### src/sv/dwpdsc_pkg.sv
// ----------------------------------------------------------------------------
// dwpdsc_pkg
// Types and constants shared by the dual-wheel PD speed controller modules.
// ----------------------------------------------------------------------------
`default_nettype none

package dwpdsc_pkg;

  localparam int DIV_W = 36;

  localparam logic [35:0] RPM_NUM    = 36'd61440000000;
  localparam logic [11:0] RPM_DEN    = 12'd2249;
  localparam logic [23:0] RPM_Q8_MAX = 24'hFFFFFF;

  localparam logic [7:0] LEFT_LIMIT  = 8'd140;
  localparam logic [7:0] RIGHT_LIMIT = 8'd138;

  localparam logic [15:0] FIX_LKP = 16'd5082;
  localparam logic [15:0] FIX_LKD = 16'd277;
  localparam logic [15:0] FIX_RKP = 16'd4936;
  localparam logic [15:0] FIX_RKD = 16'd243;

  localparam logic signed [15:0] LSLOPE_RST = -16'sd11161;
  localparam logic signed [15:0] LOFF_RST   = -16'sd3948;
  localparam logic signed [15:0] RSLOPE_RST = 16'sd11276;
  localparam logic signed [15:0] ROFF_RST   = 16'sd3923;

  localparam logic signed [19:0] DRIVE_MAX = 20'sd400;
  localparam logic signed [19:0] DRIVE_MIN = -20'sd400;

  typedef enum logic [2:0] {
    REG_LKP    = 3'd0,
    REG_LKD    = 3'd1,
    REG_RKP    = 3'd2,
    REG_RKD    = 3'd3,
    REG_LSLOPE = 3'd4,
    REG_LOFF   = 3'd5,
    REG_RSLOPE = 3'd6,
    REG_ROFF   = 3'd7
  } reg_idx_t;

  typedef enum logic [1:0] {
    MUL_KP    = 2'd0,
    MUL_KD    = 2'd1,
    MUL_SLOPE = 2'd2
  } mul_op_t;

  typedef struct packed {
    logic [15:0]        lkp;
    logic [15:0]        lkd;
    logic [15:0]        rkp;
    logic [15:0]        rkd;
    logic signed [15:0] lslope;
    logic signed [15:0] loff;
    logic signed [15:0] rslope;
    logic signed [15:0] roff;
  } cfg_t;

  typedef struct packed {
    logic    load_in;
    logic    div_start;
    logic    div_tgt;
    logic    store_rpm;
    logic    store_tgt;
    logic    err_load;
    logic    mul_go;
    mul_op_t mul_op;
    logic    acc_add;
    logic    clamp;
    logic    drive_fin;
    logic    out_load;
  } dp_cmd_t;

  typedef struct packed {
    logic div_done;
    logic out_free;
  } dp_sts_t;

endpackage

`default_nettype wire

### src/sv/dwpdsc_div.sv
// ----------------------------------------------------------------------------
// dwpdsc_div
// Unsigned restoring divider, one quotient bit per cycle.
// ----------------------------------------------------------------------------
`default_nettype none

module dwpdsc_div import dwpdsc_pkg::*; (
  input  logic              clk,
  input  logic              rst,
  input  logic              start,
  input  logic [DIV_W-1:0]  dividend,
  input  logic [DIV_W-1:0]  divisor,
  output logic [DIV_W-1:0]  quotient,
  output logic              done
);

  logic [DIV_W-1:0] rem;
  logic [DIV_W-1:0] quo;
  logic [DIV_W-1:0] den;
  logic [5:0]       cnt;
  logic             busy;
  logic [DIV_W:0]   trial;
  logic [DIV_W:0]   diff;
  logic             ge;

  assign trial    = {rem, quo[DIV_W-1]};
  assign diff     = trial - {1'b0, den};
  assign ge       = trial >= {1'b0, den};
  assign quotient = quo;

  always_ff @(posedge clk) begin
    if (rst) begin
      busy <= 1'b0;
      done <= 1'b0;
      cnt  <= '0;
    end else begin
      done <= 1'b0;
      if (start) begin
        busy <= 1'b1;
        cnt  <= '0;
      end else if (busy) begin
        cnt <= cnt + 6'd1;
        if (cnt == 6'(DIV_W - 1)) begin
          busy <= 1'b0;
          done <= 1'b1;
        end
      end
    end
  end

  always_ff @(posedge clk) begin
    if (start) begin
      rem <= '0;
      quo <= dividend;
      den <= divisor;
    end else if (busy) begin
      rem <= ge ? diff[DIV_W-1:0] : trial[DIV_W-1:0];
      quo <= {quo[DIV_W-2:0], ge};
    end
  end

endmodule

`default_nettype wire

### src/sv/dwpdsc_dp.sv
// ----------------------------------------------------------------------------
// dwpdsc_dp
// Datapath: item registers, shared divider, shared multiplier, accumulator,
// per-wheel error history and the output register.
// ----------------------------------------------------------------------------
`default_nettype none

module dwpdsc_dp import dwpdsc_pkg::*; (
  input  logic               clk,
  input  logic               rst,
  input  cfg_t               cfg,
  input  logic               wheel,
  input  logic signed [9:0]  commanded_drive,
  input  logic [23:0]        pulse_period_us,
  input  logic               use_fixed_gains,
  input  dp_cmd_t            cmd,
  output dp_sts_t            sts,
  input  logic               out_ready,
  output logic               out_valid,
  output logic signed [9:0]  drive_value,
  output logic [15:0]        measured_rpm,
  output logic               period_invalid
);

  logic               wheel_r;
  logic signed [9:0]  cmd_r;
  logic [23:0]        period_r;
  logic               fixed_r;

  logic [23:0]        rpm;
  logic               invalid;
  logic signed [31:0] target;
  logic signed [31:0] err_r;
  logic signed [32:0] derr;
  logic signed [49:0] prod_r;
  logic signed [51:0] acc;
  logic [27:0]        u_r;
  logic signed [31:0] last_l;
  logic signed [31:0] last_r;

  logic signed [15:0] slope;
  logic signed [15:0] offset;
  logic [15:0]        kp;
  logic [15:0]        kd;
  logic [7:0]         limit;
  logic signed [31:0] prev;

  always_comb begin
    slope  = wheel_r ? cfg.rslope : cfg.lslope;
    offset = wheel_r ? cfg.roff : cfg.loff;
    limit  = wheel_r ? RIGHT_LIMIT : LEFT_LIMIT;
    prev   = wheel_r ? last_r : last_l;
    if (wheel_r) begin
      kp = fixed_r ? FIX_RKP : cfg.rkp;
      kd = fixed_r ? FIX_RKD : cfg.rkd;
    end else begin
      kp = fixed_r ? FIX_LKP : cfg.lkp;
      kd = fixed_r ? FIX_LKD : cfg.lkd;
    end
  end

  // Divider operands: rpm conversion or inverse motor line.
  logic [DIV_W-1:0]   den_rpm;
  logic signed [19:0] tnum;
  logic [19:0]        tnum_mag;
  logic [15:0]        slope_mag;
  logic               tneg;
  logic [DIV_W-1:0]   div_a;
  logic [DIV_W-1:0]   div_b;
  logic [DIV_W-1:0]   quot;
  logic               div_done;

  assign den_rpm   = DIV_W'(period_r) * DIV_W'(RPM_DEN);
  assign tnum      = {{2{cmd_r[9]}}, cmd_r, 8'b0} - {{4{offset[15]}}, offset};
  assign tnum_mag  = tnum[19] ? 20'(-tnum) : 20'(tnum);
  assign slope_mag = slope[15] ? 16'(-slope) : 16'(slope);
  assign tneg      = tnum[19] ^ slope[15];
  assign div_a     = cmd.div_tgt ? {4'b0, tnum_mag, 12'b0} : RPM_NUM;
  assign div_b     = cmd.div_tgt ? {20'b0, slope_mag} : den_rpm;

  dwpdsc_div u_div (
    .clk      (clk),
    .rst      (rst),
    .start    (cmd.div_start),
    .dividend (div_a),
    .divisor  (div_b),
    .quotient (quot),
    .done     (div_done)
  );

  // Error: left wheel is truncated toward zero to whole rpm.
  logic signed [31:0] e_raw;
  logic signed [31:0] e_neg;
  logic signed [31:0] e_trunc;
  logic signed [31:0] e_sel;

  assign e_raw   = target - $signed({8'b0, rpm});
  assign e_neg   = -e_raw;
  assign e_trunc = e_raw[31] ? -$signed({e_neg[31:8], 8'b0}) : $signed({e_raw[31:8], 8'b0});
  assign e_sel   = wheel_r ? e_raw : e_trunc;

  // Shared multiplier operands.
  logic signed [32:0] mul_a;
  logic signed [16:0] mul_b;
  logic signed [49:0] mul_p;

  always_comb begin
    case (cmd.mul_op)
      MUL_KP: begin
        mul_a = {err_r[31], err_r};
        mul_b = $signed({1'b0, kp});
      end
      MUL_KD: begin
        mul_a = derr;
        mul_b = $signed({1'b0, kd});
      end
      MUL_SLOPE: begin
        mul_a = $signed({5'b0, u_r});
        mul_b = {slope[15], slope};
      end
      default: begin
        mul_a = '0;
        mul_b = '0;
      end
    endcase
  end

  assign mul_p = mul_a * mul_b;

  logic [27:0]        lim_q20;
  logic signed [51:0] prod_x;
  logic signed [19:0] dsh;
  logic signed [19:0] dq;

  assign lim_q20 = {limit, 20'b0};
  assign prod_x  = {{2{prod_r[49]}}, prod_r};
  assign dsh     = acc[51:32];
  assign dq      = (acc[51] && (acc[31:0] != 32'd0)) ? dsh + 20'sd1 : dsh;

  always_ff @(posedge clk) begin
    if (cmd.load_in) begin
      wheel_r  <= wheel;
      cmd_r    <= commanded_drive;
      period_r <= pulse_period_us;
      fixed_r  <= use_fixed_gains;
    end
    if (cmd.store_rpm) begin
      if (period_r == 24'd0) begin
        rpm     <= '0;
        invalid <= 1'b1;
      end else begin
        rpm     <= (quot > DIV_W'(RPM_Q8_MAX)) ? RPM_Q8_MAX : quot[23:0];
        invalid <= 1'b0;
      end
    end
    if (cmd.store_tgt) begin
      if (slope == 16'sd0) begin
        target <= '0;
      end else begin
        target <= tneg ? -$signed(quot[31:0]) : $signed(quot[31:0]);
      end
    end
    if (cmd.err_load) begin
      err_r <= e_sel;
      derr  <= {e_sel[31], e_sel} - {prev[31], prev};
      acc   <= $signed({16'b0, rpm, 12'b0});
    end
    if (cmd.mul_go) begin
      prod_r <= mul_p;
    end
    if (cmd.acc_add) begin
      acc <= acc + prod_x;
    end
    if (cmd.clamp) begin
      if (acc[51] || acc == 52'sd0) begin
        u_r <= '0;
      end else if (acc >= $signed({24'b0, lim_q20})) begin
        u_r <= lim_q20;
      end else begin
        u_r <= acc[27:0];
      end
    end
    if (cmd.drive_fin) begin
      acc <= prod_x + $signed({{12{offset[15]}}, offset, 24'b0});
    end
    if (cmd.out_load) begin
      if (dq > DRIVE_MAX) begin
        drive_value <= DRIVE_MAX[9:0];
      end else if (dq < DRIVE_MIN) begin
        drive_value <= DRIVE_MIN[9:0];
      end else begin
        drive_value <= dq[9:0];
      end
      measured_rpm   <= rpm[23:8];
      period_invalid <= invalid;
    end
  end

  always_ff @(posedge clk) begin
    if (rst) begin
      out_valid <= 1'b0;
      last_l    <= '0;
      last_r    <= '0;
    end else begin
      if (cmd.out_load) begin
        out_valid <= 1'b1;
        if (wheel_r) begin
          last_r <= err_r;
        end else begin
          last_l <= err_r;
        end
      end else if (out_ready) begin
        out_valid <= 1'b0;
      end
    end
  end

  assign sts.div_done = div_done;
  assign sts.out_free = !out_valid || out_ready;

endmodule

`default_nettype wire

### src/sv/dwpdsc_ctrl.sv
// ----------------------------------------------------------------------------
// dwpdsc_ctrl
// Sequencer that steps the datapath through one transaction.
// ----------------------------------------------------------------------------
`default_nettype none

module dwpdsc_ctrl import dwpdsc_pkg::*; (
  input  logic    clk,
  input  logic    rst,
  input  logic    in_valid,
  output logic    in_ready,
  input  dp_sts_t sts,
  output dp_cmd_t cmd
);

  typedef enum logic [12:0] {
    S_IDLE     = 13'h0001,
    S_RPM_GO   = 13'h0002,
    S_RPM_WAIT = 13'h0004,
    S_TGT_GO   = 13'h0008,
    S_TGT_WAIT = 13'h0010,
    S_ERR      = 13'h0020,
    S_MKP      = 13'h0040,
    S_MKD      = 13'h0080,
    S_SUM      = 13'h0100,
    S_CLAMP    = 13'h0200,
    S_MSL      = 13'h0400,
    S_DRV      = 13'h0800,
    S_OUT      = 13'h1000
  } state_t;

  state_t state;
  state_t state_next;

  always_ff @(posedge clk) begin
    if (rst) begin
      state <= S_IDLE;
    end else begin
      state <= state_next;
    end
  end

  always_comb begin
    state_next = state;
    cmd        = '0;
    in_ready   = 1'b0;
    case (state)
      S_IDLE: begin
        in_ready = 1'b1;
        if (in_valid) begin
          cmd.load_in = 1'b1;
          state_next  = S_RPM_GO;
        end
      end
      S_RPM_GO: begin
        cmd.div_start = 1'b1;
        state_next    = S_RPM_WAIT;
      end
      S_RPM_WAIT: begin
        if (sts.div_done) begin
          cmd.store_rpm = 1'b1;
          state_next    = S_TGT_GO;
        end
      end
      S_TGT_GO: begin
        cmd.div_start = 1'b1;
        cmd.div_tgt   = 1'b1;
        state_next    = S_TGT_WAIT;
      end
      S_TGT_WAIT: begin
        cmd.div_tgt = 1'b1;
        if (sts.div_done) begin
          cmd.store_tgt = 1'b1;
          state_next    = S_ERR;
        end
      end
      S_ERR: begin
        cmd.err_load = 1'b1;
        state_next   = S_MKP;
      end
      S_MKP: begin
        cmd.mul_go = 1'b1;
        cmd.mul_op = MUL_KP;
        state_next = S_MKD;
      end
      S_MKD: begin
        cmd.acc_add = 1'b1;
        cmd.mul_go  = 1'b1;
        cmd.mul_op  = MUL_KD;
        state_next  = S_SUM;
      end
      S_SUM: begin
        cmd.acc_add = 1'b1;
        state_next  = S_CLAMP;
      end
      S_CLAMP: begin
        cmd.clamp  = 1'b1;
        state_next = S_MSL;
      end
      S_MSL: begin
        cmd.mul_go = 1'b1;
        cmd.mul_op = MUL_SLOPE;
        state_next = S_DRV;
      end
      S_DRV: begin
        cmd.drive_fin = 1'b1;
        state_next    = S_OUT;
      end
      S_OUT: begin
        if (sts.out_free) begin
          cmd.out_load = 1'b1;
          state_next   = S_IDLE;
        end
      end
      default: begin
        state_next = S_IDLE;
      end
    endcase
  end

endmodule

`default_nettype wire

### src/sv/dual_wheel_pd_speed_controller.sv
// ----------------------------------------------------------------------------
// dual_wheel_pd_speed_controller
// PD speed controller for a left and a right wheel sharing one datapath.
// ----------------------------------------------------------------------------
//
// Channel   Handshake                 Payload
// input     in_valid / in_ready       wheel, commanded_drive, pulse_period_us,
//                                     use_fixed_gains
// output    out_valid / out_ready     drive_value, measured_rpm, period_invalid
// config    psel/penable/pwrite       paddr, pwdata, prdata (pready tied high)
//
// A transaction runs the shared 36-bit restoring divider twice (rpm
// conversion, then the inverse motor line) at one quotient bit per cycle,
// then the sequencer steps around the shared multiplier: error, Kp and Kd
// products, sum, clamp, slope product, drive and output.
// Reset clears the sequencer, the output valid flag and both wheels' last
// errors, and loads the configuration registers with their default values.
// A stalled output holds its result; the next input transaction is taken
// meanwhile and waits at its final step until the output register frees.
//
`default_nettype none

module dual_wheel_pd_speed_controller import dwpdsc_pkg::*; (
  input  logic               clk,
  input  logic               rst,
  // Input channel.
  input  logic               in_valid,
  output logic               in_ready,
  input  logic               wheel,
  input  logic signed [9:0]  commanded_drive,
  input  logic [23:0]        pulse_period_us,
  input  logic               use_fixed_gains,
  // Output channel.
  output logic               out_valid,
  input  logic               out_ready,
  output logic signed [9:0]  drive_value,
  output logic [15:0]        measured_rpm,
  output logic               period_invalid,
  // Configuration port.
  input  logic               psel,
  input  logic               penable,
  input  logic               pwrite,
  input  logic [4:0]         paddr,
  input  logic [31:0]        pwdata,
  output logic [31:0]        prdata,
  output logic               pready
);

  // Configuration registers. All eight are 16 bits wide and sit on a
  // four-byte stride, so the register index is address bits [4:2].
  cfg_t     cfg;
  reg_idx_t cfg_idx;
  logic     cfg_wr;

  assign cfg_idx = reg_idx_t'(paddr[4:2]);
  assign cfg_wr  = psel && penable && pwrite;
  assign pready  = 1'b1;

  always_ff @(posedge clk) begin
    if (rst) begin
      cfg.lkp    <= FIX_LKP;
      cfg.lkd    <= FIX_LKD;
      cfg.rkp    <= FIX_RKP;
      cfg.rkd    <= FIX_RKD;
      cfg.lslope <= LSLOPE_RST;
      cfg.loff   <= LOFF_RST;
      cfg.rslope <= RSLOPE_RST;
      cfg.roff   <= ROFF_RST;
    end else if (cfg_wr) begin
      case (cfg_idx)
        REG_LKP:    cfg.lkp    <= pwdata[15:0];
        REG_LKD:    cfg.lkd    <= pwdata[15:0];
        REG_RKP:    cfg.rkp    <= pwdata[15:0];
        REG_RKD:    cfg.rkd    <= pwdata[15:0];
        REG_LSLOPE: cfg.lslope <= $signed(pwdata[15:0]);
        REG_LOFF:   cfg.loff   <= $signed(pwdata[15:0]);
        REG_RSLOPE: cfg.rslope <= $signed(pwdata[15:0]);
        REG_ROFF:   cfg.roff   <= $signed(pwdata[15:0]);
        default: begin
        end
      endcase
    end
  end

  // Read back returns the 16-bit register value in the low half.
  always_comb begin
    case (cfg_idx)
      REG_LKP:    prdata = {16'b0, cfg.lkp};
      REG_LKD:    prdata = {16'b0, cfg.lkd};
      REG_RKP:    prdata = {16'b0, cfg.rkp};
      REG_RKD:    prdata = {16'b0, cfg.rkd};
      REG_LSLOPE: prdata = {16'b0, cfg.lslope};
      REG_LOFF:   prdata = {16'b0, cfg.loff};
      REG_RSLOPE: prdata = {16'b0, cfg.rslope};
      REG_ROFF:   prdata = {16'b0, cfg.roff};
      default:    prdata = '0;
    endcase
  end

  // The sequencer drives the datapath through command and status structs.
  dp_cmd_t cmd;
  dp_sts_t sts;

  dwpdsc_ctrl u_ctrl (
    .clk      (clk),
    .rst      (rst),
    .in_valid (in_valid),
    .in_ready (in_ready),
    .sts      (sts),
    .cmd      (cmd)
  );

  dwpdsc_dp u_dp (
    .clk             (clk),
    .rst             (rst),
    .cfg             (cfg),
    .wheel           (wheel),
    .commanded_drive (commanded_drive),
    .pulse_period_us (pulse_period_us),
    .use_fixed_gains (use_fixed_gains),
    .cmd             (cmd),
    .sts             (sts),
    .out_ready       (out_ready),
    .out_valid       (out_valid),
    .drive_value     (drive_value),
    .measured_rpm    (measured_rpm),
    .period_invalid  (period_invalid)
  );

endmodule

`default_nettype wire

### config.mk
export PLATFORM = sky130hd
export DESIGN_NAME = dual_wheel_pd_speed_controller
export DESIGN_NICKNAME = d
export VERILOG_FILES = /design/src/sv/dwpdsc_pkg.sv /design/src/sv/dwpdsc_div.sv /design/src/sv/dwpdsc_dp.sv /design/src/sv/dwpdsc_ctrl.sv /design/src/sv/dual_wheel_pd_speed_controller.sv
export SDC_FILE = /design/constraint.sdc
export NUM_CORES = 2
export LEC_CHECK = 0
export BUFFER_PORTS_ARGS = -buffer_cell sky130_fd_sc_hd__buf_2
export CAP_MARGIN = 20
export CORE_MARGIN = 3
export CORE_UTILIZATION = 30
export DETAILED_ROUTE_END_ITERATION = 8
export GPL_ROUTABILITY_DRIVEN = 0
export PLACE_DENSITY = 0.5
export RECOVER_POWER = 100
export SLEW_MARGIN = 20
export SYNTH_ARGS = -nofsm -noshare
export SYNTH_HDL_FRONTEND = slang
export SYNTH_SLANG_ARGS = --single-unit
### constraint.sdc
create_clock -name clk -period 12.81 [get_ports clk]
set_input_delay 1.281 -clock clk [delete_from_list [all_inputs] [get_ports clk]]
set_output_delay 1.281 -clock clk [all_outputs]
set_load 0.02 [all_outputs]
==> out/metrics.yaml <==
status: "complete, but fails checks"
violations: "max-capacitance violations, max-slew violations"
cts.clk_slew.worst_paths_ps: 70
critPathKind: "flip-flop to flip-flop"
dr.pass1.iters: 6
ys_types: 99
syn_area_um2: 61700
dieWidth_um: 459
ctsResizeCount: 0
hold_buffers: 0
drt-total-wl_mm: 200
hold_path.startpoint: "u_dp.invalid"
first_global_vias: 49200
portBuffers: 106
clkLatencyLatePin_ps: 710
synthArstFlopShare: 0
critPathMostFrequentCell: "fa_1"
core_um2: 203000
synth_edf_count: 387
max-vdd-ir-drop_uv: 146
cts.sinks: 637
hold_violations: 0
hpwlAfterDp_mm: 156
root_buffer: "clkbuf_16"
layout_common_cells: "inv_1 (908), nand2_1 (835), nor2_1 (782)"
postRouteAntennaNets: 0
clock.fmax_mhz: 87.6
min_period_ps: 11410
leakage_nw: 29.4
syn_inst: 6931
grtUsageTotal: 0.188
finalCritPeriodShare: 0.891
wl_per_cell_um: 20.6
grt_max_degree: 106
rsz0062_at_grt: "false"
fin_area_um2: 67700
htree_levels: 3
startpoint_type: "flip-flop"
fin_skew_ps: 42.3
nNetsFinal: 8084
clock_path_buffers: 3
cp.arrival_ps: 11850
cts_made_buffers: 77
placed_area_um2: 65400
timing.hold.ws_ps: 422
vias_per_cell: 5.09
dp_slack_ps: 2170
yosysSeqAreaShare: 0.270
ios: 142
hold_path.class: "flip-flop to flip-flop"
slowest_delay_ps: 700
maxSlewHeadroom: -1.72
cts_setup_buffers: 0
required_ps: 13250
ys.flop_type: "edfxtp_1"
slew_violations: 827
final_common_cell: "inv_1"
initial_core_util: 0.303
layout-drive-gt1-share: 0.0516
endpoint_kind: "flip-flop"
gr-total-overflow: 0
cts_tree: "done"
avgSynthCellArea_um2: 8.90
ys_ff_latch: 637
path_max_fanout: 19
num_vias: 49300
area_delta_synth_final_pct: 9.71
cp_slowest_cell: "nor2_4"
grt_pass1_wl_mm: 305
yosysWarnings: 0
die_h_um: 459
drt_iter0_drc: 3729
drcViolationCount: 0
p_per_area_nw_per_um2: 149
finalWorstSetupSlack_ps: 1400
rows: 165
setup.worst_path.start: "u_ctrl.state[6]"
max-cap-violations: 18
rr_startpoint: "u_ctrl.state[6]"
die_area_um2: 211000
worst_slew_pin_slew_ps: 4080
setup_viol: 0
setup_tns_ps: 0
antenna_found_initial: 18
-- stage by stage --
step / instances / total power, mW / utilization
after floorplan: 6946 / 6.38 / -
after global placement: 9544 / 7.91 / 0.322
after detailed placement: 9544 / 7.93 / 0.322
after CTS: 9684 / 10.2 / 0.334
after global routing: 9686 / 10.9 / 0.333
final: 9691 / 10.1 / 0.333
-- layout make-up --
cell class	count	area (µm²)
timing repair buffer	210	1170
fill	21000	136000
multi-input combinational	5112	40600
clock buffer	105	2090
inverter	914	3430
antenna	6	15.0
sequential	637	16600
tap	2672	3340
clock inverter	35	380
-- Yosys cell counts (all sizes together), types with 89 or more instances --
cell type	number	area share
fa	597	0.19
ha	455	0.092
nand3	89	0.0072
xnor2	180	0.026
nor2	786	0.048
clkbuf	238	0.015
mux2i	99	0.016
inv	909	0.055
edfxtp	387	0.19
dfxtp	250	0.081
nand2	837	0.051
a21o	93	0.011
o21ai	262	0.021
xor2	142	0.020
a21oi	471	0.038
nor3	92	0.0075
-- per-layer routing --
layer  wire length, µm  up-vias  track usage
met5                69        -            0
met4              6200        8       0.0535
met3             11100      263       0.0251
met2             93000     1308        0.308
met1             89700    24400        0.259
li1                  -    23300            -
-- power by group --
| group | switching (mW) | internal, mW |
|---|---|---|
| Sequential | 0.0846 | 2.48 |
| Clock | 0.975 | 1.22 |
| Combinational | 3.27 | 2.06 |
| Total | 4.33 | 5.76 |
-- registers in the layout, indices dropped and copies added, names as in the netlist, 28 cells and up --
name and cells:
u_dp.last_l 32, cfg 128, u_dp.u_div.rem 36, u_dp.prod_r 50, u_dp.derr 33, u_dp.u_div.den 36, u_dp.u_div.quotient 36, u_dp.u_r 28
u_dp.err_r 32, u_dp.last_r 32, u_dp.acc 52, u_dp.target 32
-- critical path, delay by kind of cell, from the launching register on --
family	cells	cell delay (ps)
XOR/XNOR	1	180
AO/OA/AOI/OAI	10	3290
buffers and inverters	4	1000
flip-flops	1	370
adder cells (fa/ha/maj)	7	3380
AND/OR/NAND/NOR	9	2880
-- path summary, 6_finish.rpt --
path / to / slack [ps] / depth (start not counted)
worst max-delay path: u_dp.prod_r[47] / 1400 / 31
worst min-delay path: u_dp.period_invalid / 420 / 0
worst max register to register: u_dp.prod_r[47] / 1400 / 31
worst min register to register: u_dp.period_invalid / 420 / 0
-- kinds of logic after synthesis --
group / count (synthesis) / share of synthesized area
other cells: 2 / 0.000122
xor+xnor: 322 / 0.0459
buf+inv: 1197 / 0.0744
mux: 121 / 0.0212
flops: 637 / 0.270
simple gates: 2311 / 0.170
fa+ha+maj: 1052 / 0.286
compound gates: 1289 / 0.133
No activity file was read; power rests on OpenSTA's default activity.
